==> src/rtl/core/drbt_pkg.sv <==
// ----------------------------------------------------------------------------
// drbt_pkg: shared definitions for the DRAM row buffer timing core
// Sizes, codes and the queue entry type shared by the front part, the queue,
// the back part and the top level.
// ----------------------------------------------------------------------------
package drbt_pkg;

   // Store geometry.
   localparam int ROW_COUNT    = 1024;
   localparam int COLUMN_COUNT = 256;
   localparam int STORE_WORDS  = ROW_COUNT * COLUMN_COUNT;
   localparam int ROW_BITS     = $clog2(ROW_COUNT);
   localparam int COL_BITS     = $clog2(COLUMN_COUNT);
   localparam int SLOT_BITS    = $clog2(STORE_WORDS);

   // Field widths.
   localparam int ADDR_BITS  = 18;
   localparam int DATA_BITS  = 32;
   localparam int TIME_BITS  = 32;
   localparam int DELAY_BITS = 10;
   // Worst case cost is two row delays plus one column delay.
   localparam int COST_BITS  = DELAY_BITS + 2;

   // Queue between the front and the back part.
   localparam int QUEUE_DEPTH = 2;
   localparam int QPTR_BITS   = $clog2(QUEUE_DEPTH);
   localparam int QCNT_BITS   = $clog2(QUEUE_DEPTH + 1);

   // Register port.
   localparam int CSR_ADDR_BITS = 3;
   localparam int CSR_DATA_BITS = 32;
   localparam logic CSR_ROW_DELAY    = 1'b0;
   localparam logic CSR_COLUMN_DELAY = 1'b1;
   localparam logic [DELAY_BITS-1:0] ROW_DELAY_RESET    = DELAY_BITS'(10);
   localparam logic [DELAY_BITS-1:0] COLUMN_DELAY_RESET = DELAY_BITS'(2);

   // Request kinds.
   localparam logic REQ_READ  = 1'b0;
   localparam logic REQ_WRITE = 1'b1;

   typedef enum logic [1:0] {
      EVENT_HIT       = 2'd0,
      EVENT_ACTIVATE  = 2'd1,
      EVENT_WRITEBACK = 2'd2
   } row_event_type;

   // One classified request waiting for the back part.
   typedef struct packed {
      logic                 is_write;
      logic [SLOT_BITS-1:0] slot;
      logic [DATA_BITS-1:0] wdata;
      logic [TIME_BITS-1:0] issue;
      row_event_type        row_event;
      logic [COST_BITS-1:0] cost;
   } entry_type;

   // Status the back part reports to the front part and the top level.
   typedef struct packed {
      logic                 clear_busy;
      logic [TIME_BITS-1:0] busy_until;
   } back_status_type;

endpackage

==> src/rtl/core/drbt_front.sv <==
// ----------------------------------------------------------------------------
// drbt_front: request intake and row classification
// Tracks the open row, decides the row event and the cost of each request,
// and hands the classified request to the queue.
// ----------------------------------------------------------------------------
module drbt_front (
   input  logic                                 clock,
   input  logic                                 reset,
   input  logic                                 req_valid,
   output logic                                 req_ready,
   input  logic                                 req_type,
   input  logic [drbt_pkg::ADDR_BITS-1:0]       req_word_addr,
   input  logic signed [drbt_pkg::DATA_BITS-1:0] req_write_data,
   input  logic [drbt_pkg::TIME_BITS-1:0]       req_issue_time,
   input  logic [drbt_pkg::DELAY_BITS-1:0]      row_delay,
   input  logic [drbt_pkg::DELAY_BITS-1:0]      column_delay,
   input  drbt_pkg::back_status_type            status,
   input  logic                                 queue_full,
   output logic                                 push_valid,
   output drbt_pkg::entry_type                  push_entry
);

   logic                             row_valid_ff, row_valid_in;
   logic [drbt_pkg::ROW_BITS-1:0]    open_row_ff, open_row_in;
   logic [drbt_pkg::ROW_BITS-1:0]    row;
   logic [drbt_pkg::COL_BITS-1:0]    col;
   logic                             hit;
   drbt_pkg::row_event_type          row_event;
   logic [drbt_pkg::COST_BITS-1:0]   cost;

   assign req_ready  = !queue_full && !status.clear_busy;
   assign push_valid = req_valid && req_ready;

   always_comb begin
      // Both counts are powers of two: the column is the low address bits and
      // the row the bits above it, taken modulo the row count.
      row      = req_word_addr[drbt_pkg::COL_BITS +: drbt_pkg::ROW_BITS];
      col      = req_word_addr[drbt_pkg::COL_BITS-1:0];
      hit      = row_valid_ff && (open_row_ff == row);
      if (hit) begin
         row_event = drbt_pkg::EVENT_HIT;
         cost      = drbt_pkg::COST_BITS'(column_delay);
      end else if (row_valid_ff) begin
         // Write back the open row, even when clean, then activate.
         row_event = drbt_pkg::EVENT_WRITEBACK;
         cost      = drbt_pkg::COST_BITS'(row_delay) + drbt_pkg::COST_BITS'(row_delay)
                     + drbt_pkg::COST_BITS'(column_delay);
      end else begin
         row_event = drbt_pkg::EVENT_ACTIVATE;
         cost      = drbt_pkg::COST_BITS'(row_delay) + drbt_pkg::COST_BITS'(column_delay);
      end
   end

   always_comb begin
      push_entry.is_write  = (req_type == drbt_pkg::REQ_WRITE);
      push_entry.slot      = {row, col};
      push_entry.wdata     = req_write_data;
      push_entry.issue     = req_issue_time;
      push_entry.row_event = row_event;
      push_entry.cost      = cost;
   end

   always_comb begin
      row_valid_in = row_valid_ff;
      open_row_in  = open_row_ff;
      if (push_valid && !hit) begin
         row_valid_in = 1'b1;
         open_row_in  = row;
      end
   end

   always_ff @(posedge clock) begin
      if (reset) begin
         row_valid_ff <= 1'b0;
         open_row_ff  <= '0;
      end else begin
         row_valid_ff <= row_valid_in;
         open_row_ff  <= open_row_in;
      end
   end

endmodule

==> config.mk <==
export PLATFORM = sky130hd
export DESIGN_NAME = drbt_front
export DESIGN_NICKNAME = d
export VERILOG_FILES = /design/src/rtl/core/drbt_pkg.sv /design/src/rtl/core/drbt_front.sv
export SDC_FILE = /design/constraint.sdc
export NUM_CORES = 1
export LEC_CHECK = 0
export ABC_CLOCK_PERIOD_IN_PS = 4400
export BUFFER_PORTS_ARGS = -buffer_cell sky130_fd_sc_hd__buf_2
export CAP_MARGIN = 20
export CORE_AREA = 3 3 92 94
export DETAILED_ROUTE_END_ITERATION = 7
export DIE_AREA = 0 0 95 97
export GPL_ROUTABILITY_DRIVEN = 0
export MAX_ROUTING_LAYER = met4
export PLACE_DENSITY = 0.79
export SYNTH_ARGS = -nofsm -noshare
export SYNTH_HDL_FRONTEND = slang
export SYNTH_SLANG_ARGS = --single-unit
==> constraint.sdc <==
create_clock -name clock -period 4.4 [get_ports clock]
set_clock_uncertainty 0.2 [all_clocks]
set_input_delay 0.88 -clock clock [delete_from_list [all_inputs] [get_ports clock]]
set_output_delay 0.88 -clock clock [all_outputs]
set_load 0.01 [all_outputs]
==> results.sh <==
export IMPL_dr_pass1_iters=4
export IMPL_drc=0
export IMPL_synthTopCellsByArea="buf_4 (29%), ha_1 (11%), dfxtp_1 (10%)"
export IMPL_hp_class="reg2reg"
export IMPL_boundaryPins=239
export IMPL_dpl_instance_area_um2=1942
export IMPL_finalSetupViolCount=0
export IMPL_synth_flop_cell="dfxtp_1"
export IMPL_ir_drop_mv=0.1562
export IMPL_ys_top_cells_by_count="buf_4 (83), a21oi_1 (25), ha_1 (19)"
export IMPL_h_tree_depth=1
export IMPL_cp_slowest_cell="fa_1"
export IMPL_p_leak_nw=0.9265
export IMPL_switching_share=0.3726
export IMPL_synthesis_area_um2=2157
export IMPL_p_switching_mw=0.1594
export IMPL_total_power_mw=0.4280
export IMPL_post_cts_buffers=0
export IMPL_nFillCells=861
export IMPL_synth_top_area_share=0.2889
export IMPL_nets=414
export IMPL_yosysMostFrequentCell="buf_4"
export IMPL_hpwl_mm=4.161
export IMPL_diodes=0
export IMPL_yosysTopAreaCell="buf_4"
export IMPL_row_count=32
export IMPL_place_ws_ns=0.3595
export IMPL_reg2reg_to="open_row_ff[8]$_SDFFE_PP0P_"
export IMPL_power_share_clock=0.229
export IMPL_worst_ep_arrival_time_ns=2.99
export IMPL_tns_ns=0
export IMPL_insertion_delay_ns=0.23
export IMPL_max_cap_viol_count=0
export IMPL_synthXorXnorAreaFrac=0.08527
export IMPL_wl_mm=5.044
export IMPL_clkSinkCount=11
export IMPL_wl_per_cell_um=14.25
export IMPL_max_stage_delay_ns=0.39
export IMPL_grt_max_degree=18
export IMPL_yosys_area_share_adder=0.1288
export IMPL_track_usage=0.1107
export IMPL_startpoint_type="primary input"
export IMPL_cp_cell_sequence="buf_2 > ha_1 > inv_1 > fa_1 > nand2b_1 > a21oi_1 > nor3_1 > nor3b_1 > and3b_1 > a221o_1 > buf_2"
export IMPL_worst_pin_slew_ns=0.5452
export IMPL_end_kind="output pin"
export IMPL_required_ns=3.32
export IMPL_pwr_share_comb=0.520
export IMPL_syn2layout_area_growth_pct=-7.888
export IMPL_hold_start="open_row_ff[0]$_SDFFE_PP0P_"
export IMPL_dieArea_um2=9215
export IMPL_cts_root_buf="clkbuf_8"
export IMPL_synth_compound_area_frac=0.1787
export IMPL_drv_slew=0
export IMPL_rsz0062_at_grt="false"
export IMPL_postLayoutCellArea_um2=1987
export IMPL_ys_seq_elements=11
export IMPL_die_w_um=95
export IMPL_crit_type="in2out"
export IMPL_clk_pin_slew_ns=0.05
export IMPL_synth_cells=276
export IMPL_powerDensity_nw_per_um2=215.4
export IMPL_async_flop_share=0
export IMPL_period_needed_ns=4.069
export IMPL_synth_top_family_by_area="buffers and inverters"
export IMPL_start_util=0.2791
export IMPL_cts_resized=0
export IMPL_layout_drive_gt1_share=0.3056
export IMPL_antenna_found_initial=0
export IMPL_clk_path_buf_depth=2
export IMPL_fmaxAchievable_mhz=245.7
export IMPL_relSlewSlack=0.6361
export IMPL_die_h_um=97
export IMPL_viasPerCell=4.754
export IMPL_num_vias=1683
export IMPL_ant_nets=0
export IMPL_path_common_cell="buf_2"
export IMPL_cts_buffers=3
export IMPL_grt_pass1_vias=1739
export IMPL_status="finished clean"
export IMPL_fin_util=0.2571
export IMPL_drt_initial_drc_count=29
export IMPL_path_buf_inv=3
export IMPL_gr_total_overflow=0
export IMPL_cts_tree="done"
export IMPL_synth_edf_count=0
export IMPL_min_to="open_row_ff[0]$_SDFFE_PP0P_"
export IMPL_r2r_cells=6
export IMPL_critPathMaxFanout=4
export IMPL_cp_top_family="simple AND/OR/NAND/NOR gates"
export IMPL_synth_cell_type_count=46
export IMPL_coreArea_um2=7727
export IMPL_grt_pass1_wl_mm=8.155
export IMPL_synthSimpleGateAreaFrac=0.1537
export IMPL_p_int_mw=0.2685
export IMPL_port_buffers=60
export IMPL_seq_power_share=0.251
export IMPL_syn_area_per_cell_um2=7.815
export IMPL_r2r_start="row_valid_ff$_SDFFE_PP0P_"
export IMPL_synth_warning_count=0
export IMPL_rrSetupSlack_ns=1.87
export IMPL_hold_violations=0
export IMPL_period_share=0.9249
export IMPL_cts_hold_buffers_added=0
export IMPL_synth_nets=437
export IMPL_final_setup_worst_slack_ns=0.3305
export IMPL_min_path_cells=2
export IMPL_synthMuxAreaShare=0.03422
export IMPL_yosysSeqAreaShare=0.1021
## power groups by stage
stage / Sequential [mW] / Combinational, mW / Clock, mW
floorplan: 0.107 / 0.226 / 0
global placement: 0.109 / 0.218 / 0
global route: 0.108 / 0.251 / 0.108
detailed placement: 0.109 / 0.223 / 0
finish: 0.108 / 0.223 / 0.0979
CTS: 0.107 / 0.225 / 0.104
## how the worst max path moves through the flow
stage                          endpoint  cells after the start            start  slack (ns)
after floorplan           push_entry[9]                      9     row_delay[0]        0.77
after global placement    push_entry[9]                     11  column_delay[1]        0.35
after detailed placement  push_entry[9]                     11  column_delay[1]        0.36
after CTS                 push_entry[9]                     11  column_delay[1]        0.35
after global routing      push_entry[9]                     11  column_delay[1]        0.18
final                     push_entry[9]                     11  column_delay[1]        0.33
## per-stage QoR
stage | hold slack, ns | instances
floorplan | 0.2420 | 276
global placement | 0.2518 | 350
detailed placement | 0.2610 | 350
CTS | 0.2676 | 354
global route | 0.2930 | 354
finish | 0.2665 | 354
## layout by cell type, fill, tap and decap left out, types with 2 or more instances in the layout
cell,n
nor3_1,4
mux2i_1,4
ha_1,19
nor2_1,13
a221o_1,2
xor2_1,16
clkbuf_8,3
nor4_4,2
o211ai_1,3
nand3_1,13
xnor2_1,5
a211oi_1,3
dfxtp_1,11
nand2_1,16
o21bai_1,2
fa_1,2
a21o_1,3
a21oi_1,25
o21ai_0,3
buf_2,60
or3_1,2
inv_1,10
and3_1,2
mux2_2,3
o221a_2,2
nand2b_1,4
## logic make-up after synthesis
kind of cell | after synthesis
XOR/XNOR | 21
AO/OA/AOI/OAI | 55
flip-flops | 11
AND/OR/NAND/NOR | 62
buffers and inverters | 99
adder cells (fa/ha/maj) | 21
multiplexers | 7
## registers in the layout (all words and copies together) (netlist names)
| name | cells |
|---|---|
| open_row_ff | 10 |
| row_valid_ff | 1 |
## worst reg2reg max path, cell delays in order, from the launching register on
cell and delay [ns]:
dfxtp_1 0.66, inv_2 0.22, nor4_4 0.37, nand3_2 0.40, nand2_1 0.37, nand2_1 0.09
a21oi_1 0.15
## routing by layer
metal / vias to the layer above / track usage / share of wire
li1: 826 / - / -
met2: 72 / 0.1757 / 0.46
met5: - / - / 0
met1: 751 / 0.1350 / 0.42
met4: 0 / 0.05549 / 0.036
met3: 34 / 0.01633 / 0.082
## area by class of cell
cell class | instances | area [um2] | area share
Multi-Input combinational cell | 166 | 1252 | 0.6304
Timing Repair Buffer | 60 | 300.3 | 0.1511
Sequential cell | 11 | 220.2 | 0.1108
Tap cell | 102 | 127.6 | 0.06423
Clock buffer | 4 | 45.04 | 0.02267
Inverter | 11 | 41.29 | 0.02078
No activity file was read; power rests on OpenSTA's default activity.
