--- src/rtl/core/drbt_pkg.sv ---
// ----------------------------------------------------------------------------
// drbt_pkg: shared definitions for the DRAM row buffer timing core
// Sizes, codes and the queue entry type shared by the front part, the queue,
// the back part and the top level.
// ----------------------------------------------------------------------------
package drbt_pkg;

   // Store geometry.
   localparam int ROW_COUNT    = 1024;
   localparam int COLUMN_COUNT = 256;
   localparam int STORE_WORDS  = ROW_COUNT * COLUMN_COUNT;
   localparam int ROW_BITS     = $clog2(ROW_COUNT);
   localparam int COL_BITS     = $clog2(COLUMN_COUNT);
   localparam int SLOT_BITS    = $clog2(STORE_WORDS);

   // Field widths.
   localparam int ADDR_BITS  = 18;
   localparam int DATA_BITS  = 32;
   localparam int TIME_BITS  = 32;
   localparam int DELAY_BITS = 10;
   // Worst case cost is two row delays plus one column delay.
   localparam int COST_BITS  = DELAY_BITS + 2;

   // Queue between the front and the back part.
   localparam int QUEUE_DEPTH = 2;
   localparam int QPTR_BITS   = $clog2(QUEUE_DEPTH);
   localparam int QCNT_BITS   = $clog2(QUEUE_DEPTH + 1);

   // Register port.
   localparam int CSR_ADDR_BITS = 3;
   localparam int CSR_DATA_BITS = 32;
   localparam logic CSR_ROW_DELAY    = 1'b0;
   localparam logic CSR_COLUMN_DELAY = 1'b1;
   localparam logic [DELAY_BITS-1:0] ROW_DELAY_RESET    = DELAY_BITS'(10);
   localparam logic [DELAY_BITS-1:0] COLUMN_DELAY_RESET = DELAY_BITS'(2);

   // Request kinds.
   localparam logic REQ_READ  = 1'b0;
   localparam logic REQ_WRITE = 1'b1;

   typedef enum logic [1:0] {
      EVENT_HIT       = 2'd0,
      EVENT_ACTIVATE  = 2'd1,
      EVENT_WRITEBACK = 2'd2
   } row_event_type;

   // One classified request waiting for the back part.
   typedef struct packed {
      logic                 is_write;
      logic [SLOT_BITS-1:0] slot;
      logic [DATA_BITS-1:0] wdata;
      logic [TIME_BITS-1:0] issue;
      row_event_type        row_event;
      logic [COST_BITS-1:0] cost;
   } entry_type;

   // Status the back part reports to the front part and the top level.
   typedef struct packed {
      logic                 clear_busy;
      logic [TIME_BITS-1:0] busy_until;
   } back_status_type;

endpackage

--- src/rtl/core/drbt_queue.sv ---
// ----------------------------------------------------------------------------
// drbt_queue: short queue between the front and the back part
// A small first-in first-out buffer of classified requests.
// ----------------------------------------------------------------------------
module drbt_queue (
   input  logic                clock,
   input  logic                reset,
   input  logic                push_valid,
   input  drbt_pkg::entry_type push_entry,
   output logic                full,
   output logic                pop_valid,
   input  logic                pop_ready,
   output drbt_pkg::entry_type pop_entry
);

   drbt_pkg::entry_type                slots_ff [drbt_pkg::QUEUE_DEPTH];
   logic [drbt_pkg::QPTR_BITS-1:0]     wr_ptr_ff, wr_ptr_in;
   logic [drbt_pkg::QPTR_BITS-1:0]     rd_ptr_ff, rd_ptr_in;
   logic [drbt_pkg::QCNT_BITS-1:0]     count_ff, count_in;
   logic                               do_pop;

   assign full      = (count_ff == drbt_pkg::QCNT_BITS'(drbt_pkg::QUEUE_DEPTH));
   assign pop_valid = (count_ff != '0);
   assign pop_entry = slots_ff[rd_ptr_ff];
   assign do_pop    = pop_valid && pop_ready;

   always_comb begin
      wr_ptr_in = wr_ptr_ff;
      rd_ptr_in = rd_ptr_ff;
      count_in  = count_ff;
      if (push_valid) begin
         wr_ptr_in = (wr_ptr_ff == drbt_pkg::QPTR_BITS'(drbt_pkg::QUEUE_DEPTH - 1)) ?
                     '0 : wr_ptr_ff + 1'b1;
      end
      if (do_pop) begin
         rd_ptr_in = (rd_ptr_ff == drbt_pkg::QPTR_BITS'(drbt_pkg::QUEUE_DEPTH - 1)) ?
                     '0 : rd_ptr_ff + 1'b1;
      end
      if (push_valid && !do_pop) begin
         count_in = count_ff + 1'b1;
      end else if (do_pop && !push_valid) begin
         count_in = count_ff - 1'b1;
      end
   end

   always_ff @(posedge clock) begin
      if (reset) begin
         wr_ptr_ff <= '0;
         rd_ptr_ff <= '0;
         count_ff  <= '0;
      end else begin
         wr_ptr_ff <= wr_ptr_in;
         rd_ptr_ff <= rd_ptr_in;
         count_ff  <= count_in;
      end
   end

   always_ff @(posedge clock) begin
      if (push_valid) begin
         slots_ff[wr_ptr_ff] <= push_entry;
      end
   end

endmodule

--- config.mk ---
export PLATFORM = sky130hd
export DESIGN_NAME = drbt_queue
export DESIGN_NICKNAME = d
export VERILOG_FILES = /design/src/rtl/core/drbt_pkg.sv /design/src/rtl/core/drbt_queue.sv
export SDC_FILE = /design/constraint.sdc
export NUM_CORES = 1
export LEC_CHECK = 0
export BUFFER_PORTS_ARGS = -buffer_cell sky130_fd_sc_hd__clkbuf_2
export CAP_MARGIN = 30
export CORE_AREA = 2 2 131 133
export CTS_CLUSTER_SIZE = 28
export DETAILED_ROUTE_END_ITERATION = 8
export DIE_AREA = 0 0 133 135
export GPL_ROUTABILITY_DRIVEN = 0
export PLACE_DENSITY = 0.72
export SYNTH_ARGS = -nofsm -noshare
export SYNTH_HDL_FRONTEND = slang
export SYNTH_SLANG_ARGS = --single-unit
--- constraint.sdc ---
create_clock -name clock -period 5.7 [get_ports clock]
set_input_delay 1.14 -clock clock [delete_from_list [all_inputs] [get_ports clock]]
set_output_delay 1.14 -clock clock [all_outputs]
set_load 0.02 [all_outputs]
==> metrics.yaml, run 1 <==
worstMarginPinSlew_ps: 745
internal-power_mw: 2.76
reg2reg_from: "wr_ptr_ff"
power.leakage_nw: 3.51
diodes: 0
hp-class: "reg2reg"
synth_cell_types: 16
drv_slew: 0
rr_worst_depth: 2
start_util_pct: 44.7
max_stage_delay_ps: 710
critical_path_class: "reg2out"
grt_pass1_vias: 3971
cpMaxStageDelayCell: "dfxtp_4"
rrSetupSlack_ps: 3630
path_cells: "buf_12, buf_4, mux2_2, clkbuf_2"
hold-worst-slack_ps: 524
cts_max_level: 4
final_cell_area_mm2: 0.00911
die_area_mm2: 0.0180
path_max_fanout: 39
avgSynthCellArea_um2: 22.6
rsz0062_at_grt: "false"
finalPower_mw: 3.87
path_clk_slew_ps: 60
r2r_end: "slots_ff[1][44]"
grt_util_all_layers_pct: 14.6
grt_overflow: 0
layout-drive-gt1-share_pct: 61.0
p_comb_share_pct: 25.5
drt_wl_total_um: 13000
final_common_cell: "clkbuf_2"
critPathCaptureType: "output pin"
die_h_um: 135
dp.final_hpwl_um: 8930
grt_max_degree: 56
mappedNetlistNets: 426
drt-pass1-iter-count: 4
routed_via_density: 4.74
timing.max_slew.rel_slack_pct: 50.3
drt-initial-drc-count: 144
finalCritPeriodShare_pct: 62.2
die_w_um: 133
finalNetCount: 638
cts-root-buf: "clkbuf_16"
cts_made_buffers: 17
drtAntennaViolNets: 0
p_sw_share_pct: 28.7
irDropWorstVdd_mv: 0.213
clock_latency_ps: 420
status: "finished, final reports clean"
fin_skew_ps: 5.93
ys.warnings.count: 0
min-delay-start: "rd_ptr_ff"
synthCells: 324
min_path_cells: 2
final_cell_mix: "199 x clkbuf_2, 194 x edfxtp_1, 67 x mux2_2, 30 x mux2_4, 17 x clkbuf_16"
p_clk_share_pct: 28.1
setup-tns-final_ps: 0
p_switching_mw: 1.11
placed_area_mm2: 0.00857
antenna_found_initial: 0
fin_util_pct: 55.5
grt_pass1_wl_um: 19800
ioPinCount: 200
wl_per_cell_um: 16.8
cts_tree: "built"
cts.sinks: 199
ys_ff_latch: 199
cp-start-kind: "flop"
max_freq_mhz: 282
syn_to_final_growth_pct: 24.4
vias: 3644
drc: 0
fillers: 1323
postCtsSetupRepairBufs: 0
setup_viol: 0
clk_path_buf_depth: 2
synth_area_mm2: 0.00733
rows: 47
crit_required_ps: 4560
power_density_mw_per_mm2: 425
crit_arrival_ps: 2410
io_buffers: 199
period_minus_slack_ps: 3550
hold_violations: 0
cts_resized: 0
cap_violations: 0
core_mm2: 0.0164
cts_hold_buf: 0
yosysSeqAreaShare_pct: 80.9
seqPwrFrac_pct: 46.4
==> sequential cells by signal (all words and copies together) (netlist names), named ones only <==
register	count
count_ff	2
rd_ptr_ff	1
slots_ff	194
wr_ptr_ff	1
==> power by group through the flow <==
stage	sequential [mW]	clock, mW	combinational (mW)
floorplan	1.78	0	0.772
global placement	1.87	0	0.929
detailed placement	1.83	0	1.00
CTS	1.80	1.12	1.00
global route	1.81	1.17	1.05
finish	1.80	1.09	0.987
==> routing by layer <==
metal  track usage (%)  wire, µm  up-vias
met2              26.3      6790      139
met4              6.15       284        0
met1              16.0      5040     1781
li1                  -         -     1702
met3              4.62       840       22
met5                 0         0        -
==> cell type report <==
| class | instances | area, µm² | area share [%] |
|---|---|---|---|
| Sequential cell | 199 | 5930 | 65.1 |
| Multi-Input combinational cell | 114 | 1320 | 14.5 |
| Timing Repair Buffer | 204 | 1050 | 11.5 |
| Clock buffer | 18 | 429 | 4.71 |
| Tap cell | 220 | 275 | 3.02 |
| Clock inverter | 14 | 108 | 1.18 |
==> through the flow <==
stage	worst slack (ps)	cells
finish	2150	769
global route	2000	769
CTS	2080	769
detailed placement	2540	737
global placement	2450	736
floorplan	1590	324
==> critical path, delay by kind of cell (launching register included) <==
family	cells	cell delay, ps
flops	1	710
buf+inv	3	870
mux	1	390
==> cells by family after synthesis <==
| logic type | share of synthesized area, % |
|---|---|
| multiplexers | 16.4 |
| AND/OR/NAND/NOR | 0.632 |
| XOR/XNOR | 0.478 |
| flip-flops | 80.9 |
| buffers and inverters | 1.18 |
| adder cells (fa/ha/maj) | 0.171 |
| AO/OA/AOI/OAI | 0.205 |
==> cell usage after synthesis <==
library cell / number / area, µm²
buf_2: 6 / 30.0
buf_6: 5 / 56.3
o21ai_0: 2 / 10.0
nor2b_1: 2 / 12.5
mux2_4: 30 / 450
xor2_1: 3 / 26.3
and2_1: 1 / 6.26
xnor2_1: 1 / 8.76
ha_1: 1 / 12.5
edfxtp_1: 194 / 5830
or2_2: 1 / 6.26
dfxtp_1: 5 / 100
nor2_1: 4 / 15.0
or3_1: 1 / 6.26
a21oi_1: 1 / 5.00
mux2_2: 67 / 754
==> how the worst max path moves through the flow <==
stage | start | cells past startpoint | endpoint
final | flop | 4 | pop_entry[85]
after global routing | flop | 4 | pop_entry[35]
after CTS | flop | 4 | pop_entry[31]
after detailed placement | flop | 4 | pop_entry[20]
after global placement | flop | 3 | pop_entry[21]
after floorplan | push_valid | 1 | slots_ff[0][0]
Power figures use the tool's default switching activity.
==> inputs of run 2 (changes only) <==
--- a/config.mk
+++ b/config.mk
@@ -5,6 +5,7 @@
 export SDC_FILE = /design/constraint.sdc
 export NUM_CORES = 1
 export LEC_CHECK = 0
+export ABC_AREA = 1
 export BUFFER_PORTS_ARGS = -buffer_cell sky130_fd_sc_hd__clkbuf_2
 export CAP_MARGIN = 30
 export CORE_AREA = 2 2 131 133
==> constraint.sdc (replaced) <==
create_clock -name clock -period 3.1 [get_ports clock]
set_input_delay 0.62 -clock clock [delete_from_list [all_inputs] [get_ports clock]]
set_output_delay 0.62 -clock clock [all_outputs]
set_load 0.02 [all_outputs]
==> run 2 against run 1 <==
Die area unchanged. Critical path type unchanged. Cell count increased by 1.6%. Register-to-register slack got worse by 2200 ps. Sequential power increased by 75%. Critical path depth decreased by 1. First-iteration DRC count increased by 31%. Global-route usage decreased by 0.14 points. Power increased by 56%. Area after synthesis increased by 0.31%. Design area increased by 0.30%. Non-clock buffer count increased by 1. Clock power increased by 81%.
==> metrics.yaml, run 2 <==
crit_end: "pop_entry[42]"  # was pop_entry[85]
grt_pass1_wl_um: 19700  # was 19,800 µm
postCtsSetupRepairBufs: 0  # unchanged
power.leakage_nw: 3.52  # was 3.51 nW
yosysSeqAreaShare_pct: 80.6  # was 80.9%
drc: 0  # unchanged
mappedNetlistNets: 439  # was 426
final_common_cell: "clkbuf_2"  # unchanged
start_util_pct: 44.8  # was 44.7%
rows: 47  # unchanged
yosys.cell_count.top_type: "edfxtp_1"  # unchanged
die_h_um: 135  # unchanged
p_comb_share_pct: 15.4  # was 25.5%
layout-drive-gt1-share_pct: 58.5  # was 61.0%
largest_reg_flops: 194  # unchanged
fin_ws_ps: 589  # was 2150 ps
dr_wl_met2_um: 6640  # was 6790 µm
hp-class: "in2reg"  # was reg2reg
routed_via_density: 4.80  # was 4.74
ys_async_sr_fraction_pct: 0  # unchanged
status: "finished, final reports clean"  # unchanged
largestRegisters: "slots_ff: 194 flops, count_ff: 2 flops"  # unchanged
drt-initial-drc-count: 189  # was 144
cts_resized: 0  # unchanged
setup-tns-final_ps: 0  # unchanged
rrSetupSlack_ps: 1410  # was 3630 ps
path_max_fanout: 97  # was 39
finalNetCount: 652  # was 638
rr_worst_depth: 3  # was 2
drv_slew: 0  # unchanged
fin_skew_ps: 10.7  # was 5.93 ps
finalPower_mw: 6.05  # was 3.87 mW
vias: 3749  # was 3,644
cpMaxStageDelayCell: "mux2_2"  # was dfxtp_4
ioPinCount: 200  # unchanged
final_cell_mix: "199 x clkbuf_2, 194 x edfxtp_1, 67 x mux2_2, 30 x mux2_4, 17 x clkbuf_16"  # unchanged
die_w_um: 133  # unchanged
syn_to_final_growth_pct: 24.4  # about the same
largest-register: "slots_ff"  # unchanged
max_freq_mhz: 398
p_sw_share_pct: 24.1  # was 28.7%
worstMarginPinSlew_ps: 646  # was 745 ps
clock_latency_ps: 420  # about the same
p_clk_share_pct: 32.5  # was 28.1%
fillers: 1278  # was 1,323
critPathCaptureType: "output pin"  # unchanged
ys.warnings.count: 0  # unchanged
hold_violations: 0  # unchanged
p_switching_mw: 1.46  # was 1.11 mW
synth_top_area_share_pct: 79.3  # was 79.5%
power_density_mw_per_mm2: 662  # was 425 mW/mm²
avgSynthCellArea_um2: 21.8  # was 22.6 µm²
synth_area_mm2: 0.00735  # was 0.00733 mm²
wl_per_cell_um: 16.5  # was 16.8 µm
cts_hold_buf: 0  # unchanged
synth_cell_types: 15  # was 16
path_clk_slew_ps: 70  # was 60 ps
cp-start-kind: "flop"  # unchanged
synth_edf_count: 194  # unchanged
grt_pass1_vias: 4012  # was 3,971
reg2reg_from: "wr_ptr_ff"  # unchanged
max_stage_delay_ps: 430  # was 710 ps
dp_slack_ps: 1030  # was 2540 ps
route.met3.wl_um: 953  # was 840 µm
finalCritPeriodShare_pct: 81.0
grt_max_degree: 98  # was 56
irDropWorstVdd_mv: 0.423  # was 0.213 mV
rsz0062_at_grt: "false"  # unchanged
crit_arrival_ps: 1890  # was 2410 ps
period_minus_slack_ps: 2510
synthCells: 337  # was 324
dp.final_hpwl_um: 8640  # was 8930 µm
seqPwrFrac_pct: 52.1  # was 46.4%
cap_violations: 0  # unchanged
critical_path_class: "reg2out"  # unchanged
cts_max_level: 4  # unchanged
antenna_found_initial: 0  # unchanged
internal-power_mw: 4.60  # was 2.76 mW
cts.sinks: 199  # unchanged
drt_wl_total_um: 12900  # was 13,000 µm
core_mm2: 0.0164  # unchanged
synthTopCellsByArea: "edfxtp_1 79%, mux2_2 10%, mux2_4 6.1%, dfxtp_1 1.4%, buf_6 0.77%"  # was edfxtp_1 80%, mux2_2 10%, mux2_4 6.1%, dfxtp_1 1.4%, buf_6 0.77%
path_cells: "buf_12, mux2_2, clkbuf_2"  # was buf_12, buf_4, mux2_2, clkbuf_2
drt-pass1-iter-count: 4  # unchanged
crit_required_ps: 2480  # was 4560 ps
synth_commonest_cells: "194 x edfxtp_1, 67 x mux2_2, 30 x mux2_4, 8 x inv_1, 8 x nand2_1"  # was 194 x edfxtp_1, 67 x mux2_2, 30 x mux2_4, 6 x buf_2
setup_viol: 0  # unchanged
ys.flop_type: "edfxtp_1"  # unchanged
drtAntennaViolNets: 0  # unchanged
grt_util_all_layers_pct: 14.5  # was 14.6%
clk_path_buf_depth: 2  # unchanged
die_area_mm2: 0.0180  # unchanged
diodes: 0  # unchanged
yosysTopAreaCell: "edfxtp_1"  # unchanged
timing.max_slew.rel_slack_pct: 57.0  # was 50.3%
routedLengthMet1_um: 5100  # was 5040 µm
cts-root-buf: "clkbuf_16"  # unchanged
io_buffers: 199  # unchanged
min_path_cells: 2  # unchanged
highest_layer: "met4"  # unchanged
cts_made_buffers: 17  # unchanged
r2r_end: "slots_ff[1][49]"  # was slots_ff[1][44]
grt_overflow: 0  # unchanged
cts_tree: "built"  # unchanged
ys_ff_latch: 199  # unchanged
==> run 2: power groups by stage <==
stage                     clock [mW]  sequential [mW]  combinational, mW
after floorplan                    0             3.21              0.643
after global placement             0             3.20              0.928
after detailed placement           0             3.21              0.948
after CTS                       2.02             3.15              0.951
after global routing            2.11             3.16              0.999
final                           1.97             3.15              0.932
==> run 2: how the worst min path moves through the flow <==
stage | slack (ps) | start | to
3_3_place_gp | 480 | rd_ptr_ff | rd_ptr_ff
4_1_cts | 360 | push_entry[40] | slots_ff[0][40]
6_report | 380 | reset | wr_ptr_ff
5_1_grt | 360 | push_entry[60] | slots_ff[1][60]
3_5_place_dp | 500 | rd_ptr_ff | rd_ptr_ff
2_1_floorplan | 460 | rd_ptr_ff | flop
==> run 2: layout make-up <==
class                   instances  area, µm²  share of cell area (%)
clock buffers                  21        440                    4.82
clock inverters                 9       81.3                   0.890
inverters                       8       32.5                   0.356
multi-input cells             119       1310                    14.4
flip-flops and latches        199       5930                    64.9
well taps                     220        275                    3.01
repair buffers                205       1070                    11.7
==> run 2: metrics by stage <==
step           instance area [µm²]  instances  hold slack, ps  util [%]
6_report                      9140        781             385      55.7
5_1_grt                       9140        781             363      55.7
4_1_cts                       9140        781             361      55.7
3_5_place_dp                  8620        751             501      52.5
3_3_place_gp                  8620        751             482      52.5
2_1_floorplan                 7360        337             465         -
==> run 2: worst max-delay path, delay by kind of cell (launching register included) <==
family,cells,cell delay [ps]
multiplexers,1,430
buffers and inverters,2,580
flip-flops,1,350
==> run 2: cell families after synthesis <==
kind of cell	Yosys count	synth area share (%)
AO/OA/AOI/OAI	3	0.204
adder cells (fa/ha/maj)	1	0.170
buffers and inverters	19	1.58
flip-flops	199	80.6
multiplexers	97	16.4
AND/OR/NAND/NOR	18	1.00
==> run 2: metal layers <==
layer,track usage [%],vias to the layer above
li1,-,1742
met1,16.7,1851
met2,24.7,139
met3,5.56,17
met4,5.14,0
met5,0,-
==> inputs of run 3 (changes only) <==
==> constraint.sdc (replaced) <==
create_clock -name clock -period 2.1 [get_ports clock]
set_input_delay 0.42 -clock clock [delete_from_list [all_inputs] [get_ports clock]]
set_output_delay 0.42 -clock clock [all_outputs]
set_load 0.02 [all_outputs]
==> run 3 against run 2 <==
The run now ends with setup timing left. Count of clock-buffer cells in the layout is 1 lower. Register-to-register slack worse by 690 ps. Global-route usage grew 0.28 points. Sequential power grew 48%. Clock skew is 7.4 ps lower. Wire length is 4.3% higher. Die area is the same. Combinational power rose by 57%. Clock power rose by 63%. Worst hold slack worse by 190 ps. Critical endpoint is now pop_entry[37]. Highest routed layer unchanged.
==> metrics.yaml, run 3 (same netlist as run 2, synthesis figures left out) <==
status: "finished, violations left"  # was finished, final reports clean
violations: "setup timing"
clk_path_buf_depth: 2  # unchanged
period_minus_slack_ps: 2130
crit_arrival_ps: 1710  # was 1890 ps
min_path_cells: 1  # was 2
io_buffers: 199  # unchanged
final_common_cell: "edfxtp_1"  # was clkbuf_2
grtUsageMet2_pct: 25.7  # was 24.7%
cts.sinks: 199  # unchanged
cts-root-buf: "clkbuf_16"  # unchanged
wl_per_cell_um: 17.1  # was 16.5 µm
timing.max_slew.rel_slack_pct: 78.0  # was 57.0%
routed_via_density: 4.79  # was 4.80
die_area_mm2: 0.0180  # unchanged
path_clk_slew_ps: 70  # about the same
fin_skew_ps: 3.34  # was 10.7 ps
largest_reg_flops: 194  # unchanged
syn_to_final_growth_pct: 27.6  # was 24.4%
fin_util_pct: 57.1  # was 55.7%
irDropWorstVdd_mv: 0.582  # was 0.423 mV
start_util_pct: 44.8  # unchanged
cts_max_level: 4  # unchanged
die_h_um: 135  # unchanged
drtAntennaViolNets: 0  # unchanged
rows: 47  # unchanged
cts_tree: "built"  # unchanged
finalCritPeriodShare_pct: 101
fillers: 1233  # was 1,278
largestRegisters: "slots_ff: 194 flops, count_ff: 2 flops"  # unchanged
grt_pass1_wl_um: 20100  # was 19,700 µm
placed_area_mm2: 0.00869  # was 0.00862 mm²
grt_max_degree: 56  # was 98
power.leakage_nw: 3.63  # was 3.52 nW
diodes: 0  # unchanged
crit_required_ps: 1680  # was 2480 ps
worstMarginPinSlew_ps: 330  # was 646 ps
fin_cells: 788  # was 781
dp.final_hpwl_um: 8850  # was 8640 µm
drc: 0  # unchanged
drt-pass1-iter-count: 4  # unchanged
grt_overflow: 0  # unchanged
rr_worst_depth: 8  # was 3
cp-start-kind: "flop"  # unchanged
final_cell_mix: "194 x edfxtp_1, 186 x clkbuf_2, 66 x mux2_2, 31 x mux2_4, 18 x clkbuf_16"  # was 199 x clkbuf_2, 194 x edfxtp_1, 67 x mux2_2, 30 x mux2_4, 17 x clkbuf_16
drv_slew: 0  # unchanged
antenna_found_initial: 0  # unchanged
hp-class: "in2reg"  # unchanged
grt_util_all_layers_pct: 14.7  # was 14.5%
cts_made_buffers: 17  # unchanged
path_max_fanout: 22  # was 97
setup_viol: 14  # was 0
critical_path_class: "reg2out"  # unchanged
critPathCaptureType: "output pin"  # unchanged
rsz0062_at_grt: "true"  # was false
core_mm2: 0.0164  # unchanged
layout-drive-gt1-share_pct: 59.7  # was 58.5%
die_w_um: 133  # unchanged
clock_latency_ps: 410  # was 420 ps
drt_wl_total_um: 13400  # was 12,900 µm
fin_ws_ps: -29.6  # was 589 ps
cts_hold_buf: 0  # unchanged
hold-worst-slack_ps: 191  # was 385 ps
grt_pass1_vias: 3946  # was 4,012
met1_usage_pct: 17.2  # was 16.7%
max_freq_mhz: 470
dp.cells: 751  # unchanged
cap_violations: 0  # unchanged
largest-register: "slots_ff"  # unchanged
gr-max-usage-layer: "met2"  # unchanged
setup-tns-final_ps: -142  # was 0 ps
finalNetCount: 657  # was 652
drt-initial-drc-count: 221  # was 189
hold_violations: 0  # unchanged
vias: 3773  # was 3,749
grt_use_met3_pct: 5.03  # was 5.56%
power_density_mw_per_mm2: 996  # was 662 mW/mm²
ioPinCount: 200  # unchanged
final_cell_area_mm2: 0.00938  # was 0.00914 mm²
## run 3: worst max-delay path: stages, from the launching register on
cell       delay [ps]
dfxtp_4           410
bufbuf_16         360
mux2_2            360
clkbuf_2          160
## run 3: per-layer routing
metal  vias up  wire length (µm)  share of wire (%)
li1       1759                 -                  -
met1      1864              5430                 40
met2       139              6950                 52
met3        11               923                6.9
met4         0               140                1.0
met5         -                 0                  0
## run 3: metrics by stage
stage | setup slack, ps | power, mW
6_report | -29.6 | 9.34
5_1_grt | -95.3 | 9.70
4_1_cts | -51.6 | 9.44
3_5_place_dp | 340 | 6.16
3_3_place_gp | 348 | 6.12
2_1_floorplan | -185 | 5.68
## run 3: worst paths after layout
path	startpoint	to	slack (ps)
setup / recovery	flop	pop_entry[37]	-30
hold / removal	push_entry[19]	slots_ff[1][19]	190
setup reg to reg	count_ff[0]	count_ff[1]	720
hold reg to reg	rd_ptr_ff	flop	530
## run 3: final cells by class
class | count | area, µm² | area share (%)
sequential | 199 | 5930 | 63.2
multi-input combinational | 119 | 1330 | 14.1
timing repair buffer | 210 | 1210 | 12.9
clock buffer | 20 | 437 | 4.66
tap | 220 | 275 | 2.94
clock inverter | 12 | 153 | 1.63
inverter | 8 | 46.3 | 0.494
## run 3: what timing repair did
| item | in CTS | in global routing |
|---|---|---|
| endpoints found under the setup margin | 86 | 81 |
| hold endpoints to repair | 0 | 0 |
| cloned | 1 | 1 |
| buffers inserted | 4 | 0 |
| resized for setup | 3 | 13 |
## run 3: where the power goes
group	leakage (nW)	switching (mW)	internal (mW)
registers	1.86	0.0627	4.60
logic	1.48	0.816	0.647
clock network	0.280	1.34	1.87
total	3.63	2.22	7.12
